`src/hw/rtl/wtosc_pkg.sv`:
```
// wtosc_pkg: shared types and constants for the wavetable oscillator mixer
// no dependencies; used by every module under hw/rtl by scoped names
package wtosc_pkg;

    // config port geometry: five 32-bit registers at byte addresses 4*i
    localparam int CFG_ADDR_W = 5;
    localparam int CFG_DATA_W = 32;

    // 16-bit audio limits
    localparam logic signed [15:0] PEAK_POS = 16'sh7fff;
    localparam logic signed [15:0] PEAK_NEG = 16'sh8000;

    // register indexes, paddr[4:2]
    typedef enum logic [2:0] {
        REG_ENABLED     = 3'd0,
        REG_WAVEFORM    = 3'd1,
        REG_PHASE_STEP  = 3'd2,
        REG_DUTY        = 3'd3,
        REG_GAIN        = 3'd4
    } t_reg_idx;

    // waveform select codes
    localparam logic WAVE_TRIANGLE = 1'b0;
    localparam logic WAVE_PULSE    = 1'b1;

    typedef struct packed {
        logic        enabled;
        logic        waveform;
        logic [23:0] phase_step;
        logic [7:0]  duty;
        logic [15:0] gain;
    } t_cfg;

    // word held between the oscillator stage and the mix stage
    typedef struct packed {
        logic               en;
        logic signed [15:0] mix;
        logic signed [15:0] wave;
    } t_voice;

endpackage

```
`src/hw/rtl/wtosc_cfg.sv`:
```
// wtosc_cfg: APB-style register file for the oscillator settings
// depends on wtosc_pkg (t_cfg, register indexes, port widths)
module wtosc_cfg (
    input  logic                                i_clk,
    input  logic                                i_rst_n,
    input  logic                                psel,
    input  logic                                penable,
    input  logic                                pwrite,
    input  logic [wtosc_pkg::CFG_ADDR_W-1:0]    paddr,
    input  logic [wtosc_pkg::CFG_DATA_W-1:0]    pwdata,
    output logic [wtosc_pkg::CFG_DATA_W-1:0]    prdata,
    output logic                                pready,
    output wtosc_pkg::t_cfg                     o_cfg
);

    wtosc_pkg::t_cfg r_cfg;
    logic            wr_en;
    logic [2:0]      reg_sel;

    assign pready  = 1'b1;
    assign wr_en   = psel & penable & pwrite;
    assign reg_sel = paddr[wtosc_pkg::CFG_ADDR_W-1:2];

    always_ff @(posedge i_clk) begin
        if (!i_rst_n) begin
            r_cfg.enabled     <= 1'b0;
            r_cfg.waveform    <= wtosc_pkg::WAVE_TRIANGLE;
            r_cfg.phase_step  <= '0;
            r_cfg.duty        <= 8'd128;
            r_cfg.gain        <= '0;
        end else if (wr_en) begin
            unique case (reg_sel)
                wtosc_pkg::REG_ENABLED:     r_cfg.enabled     <= pwdata[0];
                wtosc_pkg::REG_WAVEFORM:    r_cfg.waveform    <= pwdata[0];
                wtosc_pkg::REG_PHASE_STEP:  r_cfg.phase_step  <= pwdata[23:0];
                wtosc_pkg::REG_DUTY:        r_cfg.duty        <= pwdata[7:0];
                wtosc_pkg::REG_GAIN:        r_cfg.gain        <= pwdata[15:0];
                default: ;
            endcase
        end
    end

    always_comb begin
        unique case (reg_sel)
            wtosc_pkg::REG_ENABLED:     prdata = 32'(r_cfg.enabled);
            wtosc_pkg::REG_WAVEFORM:    prdata = 32'(r_cfg.waveform);
            wtosc_pkg::REG_PHASE_STEP:  prdata = 32'(r_cfg.phase_step);
            wtosc_pkg::REG_DUTY:        prdata = 32'(r_cfg.duty);
            wtosc_pkg::REG_GAIN:        prdata = 32'(r_cfg.gain);
            default:                    prdata = '0;
        endcase
    end

    assign o_cfg = r_cfg;

endmodule

```
`src/hw/rtl/wtosc_osc.sv`:
```
// wtosc_osc: phase accumulator and triangle / pulse waveform stage
// depends on wtosc_pkg (t_cfg, t_voice, peak constants)
module wtosc_osc #(
    parameter int TABLE_LENGTH    = 256,
    parameter int PHASE_FRAC_BITS = 16
) (
    input  logic               i_clk,
    input  logic               i_rst_n,
    input  logic               i_load,
    input  logic signed [15:0] i_mix,
    input  wtosc_pkg::t_cfg    i_cfg,
    output wtosc_pkg::t_voice  o_voice
);

    // table length is a power of two, so the phase wraps by truncation
    localparam int IDX_W = $clog2(TABLE_LENGTH);
    localparam int AW    = IDX_W + PHASE_FRAC_BITS;
    localparam int SW    = ((AW > 24) ? AW : 24) + 1;
    localparam int CW    = (IDX_W > 8) ? IDX_W : 8;
    localparam int SLOPE = (4 * 32767) / TABLE_LENGTH;

    localparam logic [IDX_W-1:0] QTR_OFF  = IDX_W'(TABLE_LENGTH - TABLE_LENGTH / 4);
    localparam logic [IDX_W:0]   HALF_LEN = (IDX_W + 1)'(TABLE_LENGTH / 2);
    localparam logic [16:0]      SLOPE_V  = 17'(SLOPE);
    localparam logic [CW-1:0]    LAST_IDX = CW'(TABLE_LENGTH - 1);

    logic [AW-1:0]      r_phase;
    logic [AW-1:0]      n_phase;
    logic [SW-1:0]      phase_sum;
    logic [IDX_W-1:0]   idx;
    logic [IDX_W-1:0]   pos;
    logic [IDX_W:0]     diff;
    logic [IDX_W-1:0]   tri_dev;
    logic [16:0]        ramp;
    logic [16:0]        tri_full;
    logic [CW-1:0]      pw_ext;
    logic [CW-1:0]      pw_lim;
    logic signed [15:0] wave;
    wtosc_pkg::t_voice  r_voice;

    assign phase_sum = SW'(r_phase) + SW'(i_cfg.phase_step);
    assign n_phase   = i_cfg.enabled ? phase_sum[AW-1:0] : r_phase;
    assign idx       = n_phase[AW-1:PHASE_FRAC_BITS];

    // triangle: slope * |((t + 3L/4) mod L) - L/2| - peak
    assign pos      = idx + QTR_OFF;
    assign diff     = {1'b0, pos} - HALF_LEN;
    assign tri_dev  = diff[IDX_W] ? IDX_W'(-diff) : diff[IDX_W-1:0];
    assign ramp     = 17'(17'(tri_dev) * SLOPE_V);
    assign tri_full = ramp - 17'(32767);

    // pulse width clamped to the last table entry
    assign pw_ext = CW'(i_cfg.duty);
    assign pw_lim = (pw_ext > LAST_IDX) ? LAST_IDX : pw_ext;

    always_comb begin
        if (i_cfg.waveform == wtosc_pkg::WAVE_PULSE) begin
            wave = (CW'(idx) <= pw_lim) ? wtosc_pkg::PEAK_POS : wtosc_pkg::PEAK_NEG;
        end else begin
            wave = tri_full[15:0];
        end
    end

    always_ff @(posedge i_clk) begin
        if (!i_rst_n) begin
            r_phase <= '0;
        end else if (i_load) begin
            r_phase <= n_phase;
        end
    end

    always_ff @(posedge i_clk) begin
        if (i_load) begin
            r_voice.en   <= i_cfg.enabled;
            r_voice.mix  <= i_mix;
            r_voice.wave <= wave;
        end
    end

    assign o_voice = r_voice;

endmodule

```
`src/hw/rtl/wtosc_mix.sv`:
```
// wtosc_mix: gain multiply, truncation toward zero and saturating mix add
// depends on wtosc_pkg (t_voice, peak constants)
module wtosc_mix (
    input  logic               i_clk,
    input  logic               i_load,
    input  wtosc_pkg::t_voice  i_voice,
    input  logic [15:0]        i_gain,
    output logic signed [15:0] o_mix_out
);

    logic signed [32:0] prod;
    logic signed [32:0] biased;
    logic signed [32:0] quot;
    logic signed [15:0] scaled;
    logic signed [16:0] sum;
    logic signed [15:0] n_out;
    logic signed [15:0] r_out;

    assign prod   = 33'(i_voice.wave) * $signed({17'd0, i_gain});
    // bias negatives so the arithmetic shift rounds toward zero
    assign biased = prod + (prod[32] ? 33'sd255 : 33'sd0);
    assign quot   = biased >>> 8;

    always_comb begin
        if (quot > 33'sd32767) begin
            scaled = wtosc_pkg::PEAK_POS;
        end else if (quot < -33'sd32768) begin
            scaled = wtosc_pkg::PEAK_NEG;
        end else begin
            scaled = quot[15:0];
        end
    end

    assign sum = 17'(i_voice.mix) + 17'(scaled);

    always_comb begin
        if (!i_voice.en) begin
            n_out = i_voice.mix;
        end else if (sum > 17'sd32767) begin
            n_out = wtosc_pkg::PEAK_POS;
        end else if (sum < -17'sd32768) begin
            n_out = wtosc_pkg::PEAK_NEG;
        end else begin
            n_out = sum[15:0];
        end
    end

    always_ff @(posedge i_clk) begin
        if (i_load) begin
            r_out <= n_out;
        end
    end

    assign o_mix_out = r_out;

endmodule

```
`src/hw/rtl/wavetable_oscillator_mixer.sv`:
```
// wavetable_oscillator_mixer: wavetable-style oscillator added into a running mix
// an accepted input word is registered in the oscillator stage, then in the output register
// throughput: one word per cycle while the output is not stalled; the oscillator and mix stages each hold one word
// reset (synchronous, i_rst_n low): pipeline empty, phase zero, registers to defaults
// depends on wtosc_pkg, wtosc_cfg, wtosc_osc, wtosc_mix
module wavetable_oscillator_mixer #(
    parameter int TABLE_LENGTH    = 256,
    parameter int PHASE_FRAC_BITS = 16
) (
    input  logic                                i_clk,
    input  logic                                i_rst_n,
    // input channel
    input  logic                                i_mix_in_valid,
    output logic                                o_mix_in_stall,
    input  logic signed [15:0]                  i_mix_in,
    // output channel
    output logic                                o_mix_out_valid,
    input  logic                                i_mix_out_stall,
    output logic signed [15:0]                  o_mix_out,
    // config port
    input  logic                                psel,
    input  logic                                penable,
    input  logic                                pwrite,
    input  logic [wtosc_pkg::CFG_ADDR_W-1:0]    paddr,
    input  logic [wtosc_pkg::CFG_DATA_W-1:0]    pwdata,
    output logic [wtosc_pkg::CFG_DATA_W-1:0]    prdata,
    output logic                                pready
);

    wtosc_pkg::t_cfg   cfg;
    wtosc_pkg::t_voice voice;

    logic r_v1;      // oscillator stage holds a word
    logic r_v2;      // output register holds a word
    logic adv2;      // output register may load
    logic adv1;      // oscillator stage may load
    logic in_acc;

    // a stage loads when it is empty or the stage after it moves on
    assign adv2   = !r_v2 || !i_mix_out_stall;
    assign adv1   = !r_v1 || adv2;
    assign in_acc = i_mix_in_valid && adv1;

    assign o_mix_in_stall  = !adv1;
    assign o_mix_out_valid = r_v2;

    always_ff @(posedge i_clk) begin
        if (!i_rst_n) begin
            r_v1 <= 1'b0;
            r_v2 <= 1'b0;
        end else begin
            if (adv1) begin
                r_v1 <= i_mix_in_valid;
            end
            if (adv2) begin
                r_v2 <= r_v1;
            end
        end
    end

    wtosc_cfg u_cfg (
        .i_clk   (i_clk),
        .i_rst_n (i_rst_n),
        .psel    (psel),
        .penable (penable),
        .pwrite  (pwrite),
        .paddr   (paddr),
        .pwdata  (pwdata),
        .prdata  (prdata),
        .pready  (pready),
        .o_cfg   (cfg)
    );

    // phase advances only for accepted words while enabled
    wtosc_osc #(
        .TABLE_LENGTH    (TABLE_LENGTH),
        .PHASE_FRAC_BITS (PHASE_FRAC_BITS)
    ) u_osc (
        .i_clk   (i_clk),
        .i_rst_n (i_rst_n),
        .i_load  (in_acc),
        .i_mix   (i_mix_in),
        .i_cfg   (cfg),
        .o_voice (voice)
    );

    // gain scaling and saturating add into the output register
    wtosc_mix u_mix (
        .i_clk     (i_clk),
        .i_load    (adv2 && r_v1),
        .i_voice   (voice),
        .i_gain    (cfg.gain),
        .o_mix_out (o_mix_out)
    );

    // an empty oscillator stage never pushes back on the input
    a_no_stall_when_empty: assert property (@(posedge i_clk) disable iff (!i_rst_n)
        !r_v1 |-> !o_mix_in_stall)
        else $error("input stalled with empty oscillator stage");

    // a word accepted while disabled is marked for pass-through
    a_bypass_marked: assert property (@(posedge i_clk) disable iff (!i_rst_n)
        (in_acc && !cfg.enabled) |=> (r_v1 && !voice.en))
        else $error("disabled word not marked for pass-through");

    // a word in the oscillator stage reaches the output when the output is free
    a_stage_moves: assert property (@(posedge i_clk) disable iff (!i_rst_n)
        (r_v1 && adv2) |=> o_mix_out_valid)
        else $error("oscillator stage word lost on the way out");

endmodule

```
`config.mk`:
```
export PLATFORM = sky130hd
export DESIGN_NAME = wavetable_oscillator_mixer
export DESIGN_NICKNAME = d
export VERILOG_FILES = /design/src/hw/rtl/wtosc_pkg.sv /design/src/hw/rtl/wtosc_cfg.sv /design/src/hw/rtl/wtosc_osc.sv /design/src/hw/rtl/wtosc_mix.sv /design/src/hw/rtl/wavetable_oscillator_mixer.sv
export SDC_FILE = /design/constraint.sdc
export NUM_CORES = 1
export LEC_CHECK = 0
export ABC_AREA = 0
export BUFFER_PORTS_ARGS = -buffer_cell sky130_fd_sc_hd__buf_4
export CELL_PAD_IN_SITES_DETAIL_PLACEMENT = 1
export CELL_PAD_IN_SITES_GLOBAL_PLACEMENT = 1
export CORE_ASPECT_RATIO = 0.6
export CORE_MARGIN = 2
export CORE_UTILIZATION = 49
export DETAILED_ROUTE_END_ITERATION = 8
export HOLD_SLACK_MARGIN = 0.08
export PLACE_DENSITY_LB_ADDON = 0.1
export SYNTH_ARGS = -nofsm -noshare
export SYNTH_HDL_FRONTEND = slang
export SYNTH_HIERARCHICAL = 1
export SYNTH_SLANG_ARGS = --single-unit
```
`constraint.sdc`:
```
create_clock -name i_clk -period 10.35 [get_ports i_clk]
set_input_delay 0.5175 -clock i_clk [delete_from_list [all_inputs] [get_ports i_clk]]
set_output_delay 0.5175 -clock i_clk [all_outputs]
set_load 0.01 [all_outputs]
```
==> results of run 1 <==
[layout by cell type, fill, tap and decap left out, types with 18 or more instances in the layout]
cell,netlist,routed
nand3_1,24,24
mux2i_1,63,63
xnor2_1,76,75
and2_1,152,152
dfxtp_1,76,68
nand2b_1,18,18
xor2_1,24,24
nor2b_1,20,18
inv_1,347,347
fa_1,219,219
buf_4,12,151
ha_1,205,204
edfxtp_1,49,49
nand2_1,280,280
o21ai_0,65,63
a21oi_1,115,114
a21o_1,24,24
nor2_1,87,86
[area by class of cell]
type	instances	area [um^2]	area share, %
Multi-Input combinational cell	1640	14400	67.8
Sequential cell	125	3000	14.1
Inverter	348	1310	6.15
Timing Repair Buffer	159	1290	6.09
Tap cell	513	642	3.02
Clock buffer	17	425	2.00
Clock inverter	15	165	0.777
Antenna cell	1	2.50	0.0118
[kinds of logic after synthesis]
kind of cell / Yosys count / synth area share (%)
AND/OR/NAND/NOR: 667 / 17.5
buffers and inverters: 443 / 9.35
adder cells (fa/ha/maj): 424 / 36.3
AO/OA/AOI/OAI: 374 / 13.1
flip-flops: 125 / 15.7
XOR/XNOR: 100 / 4.58
multiplexers: 66 / 3.47
other: 2 / 0.0393
[worst max path at each step]
| stage | cells after the start | endpoint | slack [ns] |
|---|---|---|---|
| after global placement | 36 | u_mix/o_mix_out[9] | 0.47 |
| after floorplan | 36 | u_mix/o_mix_out[14] | 1.57 |
| final | 36 | u_mix/o_mix_out[12] | 0.42 |
| after global routing | 36 | u_mix/o_mix_out[6] | -0.007 |
| after CTS | 36 | u_mix/o_mix_out[8] | 0.18 |
| after detailed placement | 36 | u_mix/o_mix_out[8] | 0.25 |
[registers in the layout, summed over array words and instances, names as in the netlist]
register         flops
o_mix_out_valid      1
r_v1                 1
u_mix/o_mix_out     16
u_cfg/o_cfg         50
u_osc/o_voice       33
u_osc/r_phase       24
[worst max-delay path: cells and delay by family, from the launching register on]
kind / cells / cell delay (ns)
AOI/OAI and AO/OA: 15 / 3.28
buffers and inverters: 9 / 1.26
and+or+nand+nor: 3 / 0.67
DFF: 1 / 0.55
adders and majority gates: 8 / 3.84
xor gates and xnor gates: 1 / 0.17
[routing by layer]
layer / part of all wire [%] / wire (um) / vias up
met4: 1.0 / 602 / 2
met1: 50 / 28700 / 8098
met2: 42 / 24400 / 427
met5: 0.014 / 8 / -
met3: 7.2 / 4180 / 40
li1: - / - / 7375
[repair_timing]
action,CTS,global route
setup buffers,0,14
endpoints found under the setup margin,0,16
hold buffers,0,0
gates resized for setup,0,20
[report_power, final]
group / internal (mW) / switching [mW]
clock network: 0.325 / 0.309
logic: 0.359 / 0.529
registers: 0.531 / 0.0136
total: 1.22 / 0.852
[metrics by stage]
step | util [%] | std cells
finish | 55.9 | 2818
global route | 55.8 | 2817
CTS | 55.3 | 2803
detailed placement | 53.8 | 2771
global placement | 53.8 | 2771
floorplan | - | 2208
==> metrics.txt, run 1 <==
# TYPE chip_impl_metric gauge
chip_impl_metric{name="layout_min_cycle_time",unit="ns"} 9.93
chip_impl_metric{name="drv.max_cap_violation_count",unit=""} 0
chip_impl_metric{name="rr_worst_depth",unit=""} 36
chip_impl_metric{name="dr_iter_0_viols",unit=""} 1181
chip_impl_metric{name="pre_cts_ws",unit="ns"} 0.245
chip_impl_metric{name="leakage",unit="nW"} 10.0
chip_impl_metric{name="num_cts_buffers",unit=""} 17
chip_impl_metric{name="finalSetupTns",unit="ns"} 0
chip_impl_metric{name="r2r_slack",unit="ns"} 0.42
chip_impl_metric{name="syn_to_final_growth",unit="%"} 11.2
chip_impl_metric{name="die-area",unit="um^2"} 40700
chip_impl_info{name="cts_root_buffer",value="clkbuf_16"} 1
chip_impl_metric{name="critical_path_peak_fanout",unit=""} 14
chip_impl_info{name="run_status",value="completed"} 1
chip_impl_metric{name="max_freq",unit="GHz"} 0.101
chip_impl_info{name="cts_tree",value="built"} 1
chip_impl_metric{name="detail_route.wirelength",unit="um"} 57800
chip_impl_metric{name="grt.total_usage",unit="%"} 29.0
chip_impl_metric{name="crit_arrival",unit="ns"} 10.22
chip_impl_info{name="worst_setup_path_end_kind",value="register"} 1
chip_impl_info{name="timing.hold.worst.start",value="i_mix_in[3]"} 1
chip_impl_info{name="netlist_top_cells_count",value="347 x inv_1, 280 x nand2_1, 219 x fa_1"} 1
chip_impl_metric{name="site_row_count",unit=""} 55
chip_impl_info{name="cp-start-kind",value="register"} 1
chip_impl_info{name="synth_top_area_cell",value="fa_1"} 1
chip_impl_metric{name="grt_start_max_net_pins",unit=""} 101
chip_impl_metric{name="tightest_slew",unit="ns"} 1.27
chip_impl_metric{name="ctsHtreeMaxLevel",unit=""} 4
chip_impl_info{name="rr_endpoint",value="u_mix/o_mix_out[12]"} 1
chip_impl_metric{name="drtAntennaViolNets",unit=""} 0
chip_impl_metric{name="dr.pass1.iters",unit=""} 5
chip_impl_metric{name="dp.final_hpwl",unit="um"} 46900
chip_impl_metric{name="power.density_cell_area",unit="nW/um^2"} 97.3
chip_impl_info{name="timing.critical_path.mode_cell",value="fa_1"} 1
chip_impl_info{name="critPathSlowestCell",value="edfxtp_1"} 1
chip_impl_metric{name="global_placer_s_final_weighted_congestion",unit=""} 0.921
chip_impl_info{name="worst_hold_path.endpoint",value="u_osc/o_voice[19]"} 1
chip_impl_info{name="worst-setup-path-type",value="reg -> reg"} 1
chip_impl_metric{name="met2_track_utilization_from_global_routing",unit="%"} 42.2
chip_impl_metric{name="ys_ff_latch",unit=""} 125
chip_impl_metric{name="number_of_different_library_cells_in_the_post_synthesis_netlist",unit=""} 98
chip_impl_metric{name="timing.clock.skew",unit="ns"} 0.0151
chip_impl_metric{name="clock_latency",unit="ns"} 0.46
chip_impl_metric{name="placed_area",unit="um^2"} 20500
chip_impl_info{name="yosysMostFrequentCell",value="inv_1"} 1
chip_impl_metric{name="timing.critical_path.required",unit="ns"} 10.65
chip_impl_metric{name="clk_sink_count",unit=""} 125
chip_impl_metric{name="io_buffers",unit=""} 91
chip_impl_metric{name="fillCellCount",unit=""} 4472
chip_impl_metric{name="number_of_top_level_design_ports",unit=""} 111
chip_impl_metric{name="start_util",unit="%"} 50.2
chip_impl_metric{name="slowest_stage_delay_on_critical_path",unit="ns"} 0.55
chip_impl_metric{name="yosysWarningCount",unit=""} 6
chip_impl_metric{name="mappedNetlistArea",unit="um^2"} 19100
chip_impl_metric{name="die_w",unit="um"} 259
chip_impl_metric{name="grt_pass1_vias",unit=""} 16400
chip_impl_metric{name="number_of_cells_on_the_worst_hold_path",unit=""} 1
chip_impl_metric{name="design_power_total",unit="mW"} 2.07
chip_impl_metric{name="slew_violations",unit=""} 0
chip_impl_metric{name="yosysSeqAreaShare",unit="%"} 15.7
chip_impl_info{name="hp-class",value="in -> reg"} 1
chip_impl_metric{name="clkSlewWorstSetupHoldPaths",unit="ns"} 0.07
chip_impl_info{name="global_route_layer_with_the_greatest_usage",value="met1"} 1
chip_impl_metric{name="finished_cell_area",unit="um^2"} 21300
chip_impl_metric{name="synth_async_sr_flop_share",unit="%"} 0
chip_impl_metric{name="finish.net_count",unit=""} 2775
chip_impl_info{name="crit-reg2reg-launch",value="u_osc/o_voice[6]"} 1
chip_impl_metric{name="finalHoldViolations",unit=""} 0
chip_impl_metric{name="synth_edf_count",unit=""} 49
chip_impl_metric{name="slew_headroom",unit="%"} 14.8
chip_impl_metric{name="final-setup-viol-count",unit=""} 0
chip_impl_metric{name="floorplan.die.height",unit="um"} 157
chip_impl_info{name="synth-main-ff-cell",value="dfxtp_1"} 1
chip_impl_metric{name="ir_drop",unit="mV"} 0.106
chip_impl_metric{name="grtUsageMet3",unit="%"} 6.36
chip_impl_metric{name="antenna_found_initial",unit=""} 2
chip_impl_metric{name="worst_slack",unit="ns"} 0.422
chip_impl_metric{name="post_drt_via_cell_ratio",unit=""} 5.66
chip_impl_metric{name="finalHoldWorstSlack",unit="ns"} 0.234
chip_impl_metric{name="detailroute.via_count",unit=""} 15900
chip_impl_metric{name="synthesis.instances",unit=""} 2201
chip_impl_metric{name="gr-total-overflow",unit=""} 0
chip_impl_info{name="synthTopCellsByArea",value="fa_1 23%, ha_1 13%, dfxtp_1 8.0%, edfxtp_1 7.7%, inv_1 6.8%"} 1
chip_impl_metric{name="drc",unit=""} 0
chip_impl_metric{name="cts_buffer_depth",unit=""} 2
chip_impl_metric{name="drive_gt1_share",unit="%"} 10.9
chip_impl_metric{name="drt-wirelength-per-cell",unit="um"} 20.5
chip_impl_metric{name="design.core.area",unit="um^2"} 38100
chip_impl_metric{name="syn-mean-instance-area",unit="um^2"} 8.69
chip_impl_metric{name="synth_largest_type_area_fraction",unit="%"} 22.9
chip_impl_metric{name="grt_util_met1",unit="%"} 44.0
chip_impl_metric{name="finalCritPeriodShare",unit="%"} 95.9
chip_impl_metric{name="grt_first_pass_wirelength",unit="um"} 91000
chip_impl_info{name="cp-startpoint",value="u_osc/o_voice[6]"} 1
(Power assumes the default switching activity.)
==> inputs of run 2 (changes only) <==
--- a/config.mk
+++ b/config.mk
@@ -7,7 +7,7 @@
 export LEC_CHECK = 0
 export ABC_AREA = 0
 export BUFFER_PORTS_ARGS = -buffer_cell sky130_fd_sc_hd__buf_4
-export CELL_PAD_IN_SITES_DETAIL_PLACEMENT = 1
+export CELL_PAD_IN_SITES_DETAIL_PLACEMENT = 0
 export CELL_PAD_IN_SITES_GLOBAL_PLACEMENT = 1
 export CORE_ASPECT_RATIO = 0.6
 export CORE_MARGIN = 2
==> constraint.sdc (replaced) <==
create_clock -name i_clk -period 10.35 [get_ports i_clk]
set_input_delay 2.07 -clock i_clk [delete_from_list [all_inputs] [get_ports i_clk]]
set_output_delay 2.07 -clock i_clk [all_outputs]
set_load 0.01 [all_outputs]
==> metrics.txt, run 2 (same netlist as run 1, synthesis figures left out) <==
# TYPE chip_impl_metric gauge
chip_impl_info{name="run_status",value="completed"} 1
chip_impl_metric{name="clock_latency",unit="ns"} 0.45
chip_impl_metric{name="number_of_cells_on_the_worst_hold_path",unit=""} 2
chip_impl_metric{name="layout.area.seq",unit="um^2"} 3000
chip_impl_info{name="category_of_cells_accounting_for_the_largest_share_of_critical_path_delay",value="adder cells"} 1
chip_impl_metric{name="gr-total-overflow",unit=""} 0
chip_impl_metric{name="largest_register_ff_count",unit=""} 50
chip_impl_metric{name="site_row_count",unit=""} 55
chip_impl_info{name="layout_common_cells",value="347 x inv_1, 280 x nand2_1, 219 x fa_1, 205 x ha_1, 155 x buf_4"} 1
chip_impl_metric{name="layout_min_cycle_time",unit="ns"} 9.87
chip_impl_metric{name="power.density_cell_area",unit="nW/um^2"} 94.9
chip_impl_metric{name="grt_pass1_vias",unit=""} 14600
chip_impl_info{name="cp-start-kind",value="register"} 1
chip_impl_info{name="cts_tree",value="built"} 1
chip_impl_metric{name="drtAntennaViolNets",unit=""} 0
chip_impl_metric{name="leakage",unit="nW"} 10.1
chip_impl_metric{name="finish.net_count",unit=""} 2783
chip_impl_metric{name="detailroute.via_count",unit=""} 15300
chip_impl_metric{name="finalHoldViolations",unit=""} 0
chip_impl_metric{name="p_switching",unit="mW"} 0.802
chip_impl_metric{name="num_cts_buffers",unit=""} 17
chip_impl_metric{name="crit_arrival",unit="ns"} 10.15
chip_impl_metric{name="start_util",unit="%"} 50.2
chip_impl_info{name="critPathSlowestCell",value="fa_1"} 1
chip_impl_metric{name="critical_path_peak_fanout",unit=""} 14
chip_impl_metric{name="power_switching_share",unit="%"} 39.6
chip_impl_info{name="crit-reg2reg-launch",value="u_cfg/o_cfg[3]"} 1
chip_impl_metric{name="p_int",unit="mW"} 1.22
chip_impl_metric{name="antenna_cells_inserted",unit=""} 0
chip_impl_metric{name="slowest_stage_delay_on_critical_path",unit="ns"} 0.56
chip_impl_metric{name="final-setup-viol-count",unit=""} 0
chip_impl_info{name="cts_root_buffer",value="clkbuf_16"} 1
chip_impl_metric{name="antenna_found_initial",unit=""} 0
chip_impl_info{name="rsz_0062_raised_after_global_routing",value="no"} 1
chip_impl_metric{name="clock_power_share",unit="%"} 30.7
chip_impl_metric{name="design.core.area",unit="um^2"} 38100
chip_impl_metric{name="critPathBufInv",unit=""} 9
chip_impl_metric{name="timing.clock.skew",unit="ns"} 0.0144
chip_impl_metric{name="number_of_top_level_design_ports",unit=""} 111
chip_impl_metric{name="drc",unit=""} 0
chip_impl_metric{name="grt_start_max_net_pins",unit=""} 101
chip_impl_info{name="timing.critical_path.mode_cell",value="fa_1"} 1
chip_impl_metric{name="drv.max_cap_violation_count",unit=""} 0
chip_impl_metric{name="dp.final_hpwl",unit="um"} 41500
chip_impl_metric{name="clkSlewWorstSetupHoldPaths",unit="ns"} 0.08
chip_impl_metric{name="dr_iter_0_viols",unit=""} 1182
chip_impl_metric{name="global_placer_s_final_weighted_congestion",unit=""} 0.887
chip_impl_metric{name="syn_to_final_growth",unit="%"} 11.6
chip_impl_info{name="worst_setup_path_end_kind",value="register"} 1
chip_impl_metric{name="die_w",unit="um"} 259
chip_impl_metric{name="clk_sink_count",unit=""} 125
chip_impl_metric{name="max_freq",unit="GHz"} 0.101
chip_impl_metric{name="floorplan.die.height",unit="um"} 157
chip_impl_metric{name="pwr-share-comb",unit="%"} 42.5
chip_impl_info{name="rr_endpoint",value="u_mix/o_mix_out[13]"} 1
chip_impl_metric{name="die-area",unit="um^2"} 40700
chip_impl_metric{name="grt_first_pass_wirelength",unit="um"} 80600
chip_impl_metric{name="finalCritPeriodShare",unit="%"} 95.4
chip_impl_metric{name="timing.critical_path.required",unit="ns"} 10.62
chip_impl_metric{name="tightest_slew",unit="ns"} 1.24
chip_impl_metric{name="multiInputGateArea",unit="um^2"} 14400
chip_impl_info{name="timing.hold.worst.start",value="u_cfg/o_cfg[24]"} 1
chip_impl_metric{name="detail_route.wirelength",unit="um"} 50200
chip_impl_metric{name="ctsHtreeMaxLevel",unit=""} 4
chip_impl_info{name="hp-class",value="reg -> reg"} 1
chip_impl_metric{name="slew_violations",unit=""} 0
chip_impl_metric{name="grt.total_usage",unit="%"} 25.4
chip_impl_metric{name="drt-wirelength-per-cell",unit="um"} 17.8
chip_impl_metric{name="share_seq_of_total_power",unit="%"} 26.8
chip_impl_metric{name="dr.pass1.iters",unit=""} 7
chip_impl_metric{name="fillCellCount",unit=""} 3513
chip_impl_metric{name="cts_buffer_depth",unit=""} 2
chip_impl_metric{name="r2r_slack",unit="ns"} 0.48
chip_impl_metric{name="postLayoutCoreUtil",unit="%"} 56.1
chip_impl_metric{name="ir_drop",unit="mV"} 0.106
chip_impl_metric{name="finalSetupTns",unit="ns"} 0
chip_impl_metric{name="rr_worst_depth",unit=""} 39
chip_impl_info{name="worst-setup-path-type",value="reg -> reg"} 1
chip_impl_info{name="most_common_cell_after_layout_fill_and_taps_aside",value="inv_1"} 1
chip_impl_metric{name="io_buffers",unit=""} 91
chip_impl_metric{name="slew_headroom",unit="%"} 16.8
chip_impl_metric{name="post_drt_via_cell_ratio",unit=""} 5.43
chip_impl_info{name="worst_hold_path.endpoint",value="u_cfg/o_cfg[24]"} 1
chip_impl_metric{name="drive_gt1_share",unit="%"} 10.9
run 2: worst max path at each step:
stage,start,end,depth (start not counted)
after floorplan,u_cfg/o_cfg[1],u_mix/o_mix_out[14],36
after global placement,u_cfg/o_cfg[9],u_mix/o_mix_out[8],37
after detailed placement,u_cfg/o_cfg[9],u_mix/o_mix_out[13],37
after CTS,u_cfg/o_cfg[9],u_mix/o_mix_out[13],37
after global routing,u_cfg/o_cfg[7],u_mix/o_mix_out[7],37
final,u_cfg/o_cfg[3],u_mix/o_mix_out[13],39
run 2: power by group through the flow:
stage	Clock (mW)	Sequential [mW]	Combinational (mW)
floorplan	0	0.553	0.569
global placement	0	0.558	0.817
detailed placement	0	0.559	0.825
CTS	0.638	0.548	0.832
global route	0.655	0.543	0.950
finish	0.623	0.542	0.861
run 2: cell type report:
class	count	area share, %
clock buffers	17	1.99
inverters	348	6.12
clock inverters	15	0.786
well taps	513	3.01
multi-input cells	1640	67.5
flip-flops and latches	125	14.1
repair buffers	167	6.58
run 2: routing by layer:
metal	share of wire (%)	vias up	global-route usage (%)
li1	-	7392	-
met1	54	7479	42.0
met2	38	439	32.5
met3	8.2	19	6.59
met4	0.66	0	3.66
met5	0	-	0
run 2: metrics by stage:
stage / hold slack [ns] / power [mW] / worst slack, ns / std cells / area (um^2)
final: 0.482 / 2.03 / 0.478 / 2825 / 21300
after CTS: 0.482 / 2.02 / 0.356 / 2809 / 21100
after floorplan: 0.445 / 1.12 / 1.57 / 2208 / 19100
after global placement: 0.457 / 1.37 / 0.400 / 2777 / 20500
after detailed placement: 0.472 / 1.38 / 0.403 / 2777 / 20500
after global routing: 0.506 / 2.15 / 0.0154 / 2825 / 21300
run 2: tightest hold or removal path, stage by stage, from the launching register on:
cell,delay (ns)
dfxtp_1,0.33
nand2_1,0.06
mux2i_1,0.05
run 2: repair_timing:
action                                  in CTS  in global routing
endpoints found under the setup margin       0                 16
endpoints found under the hold margin        0                  0
gates resized for setup                      0                  8
hold buffers                                 0                  0
buffers inserted                             0                 16
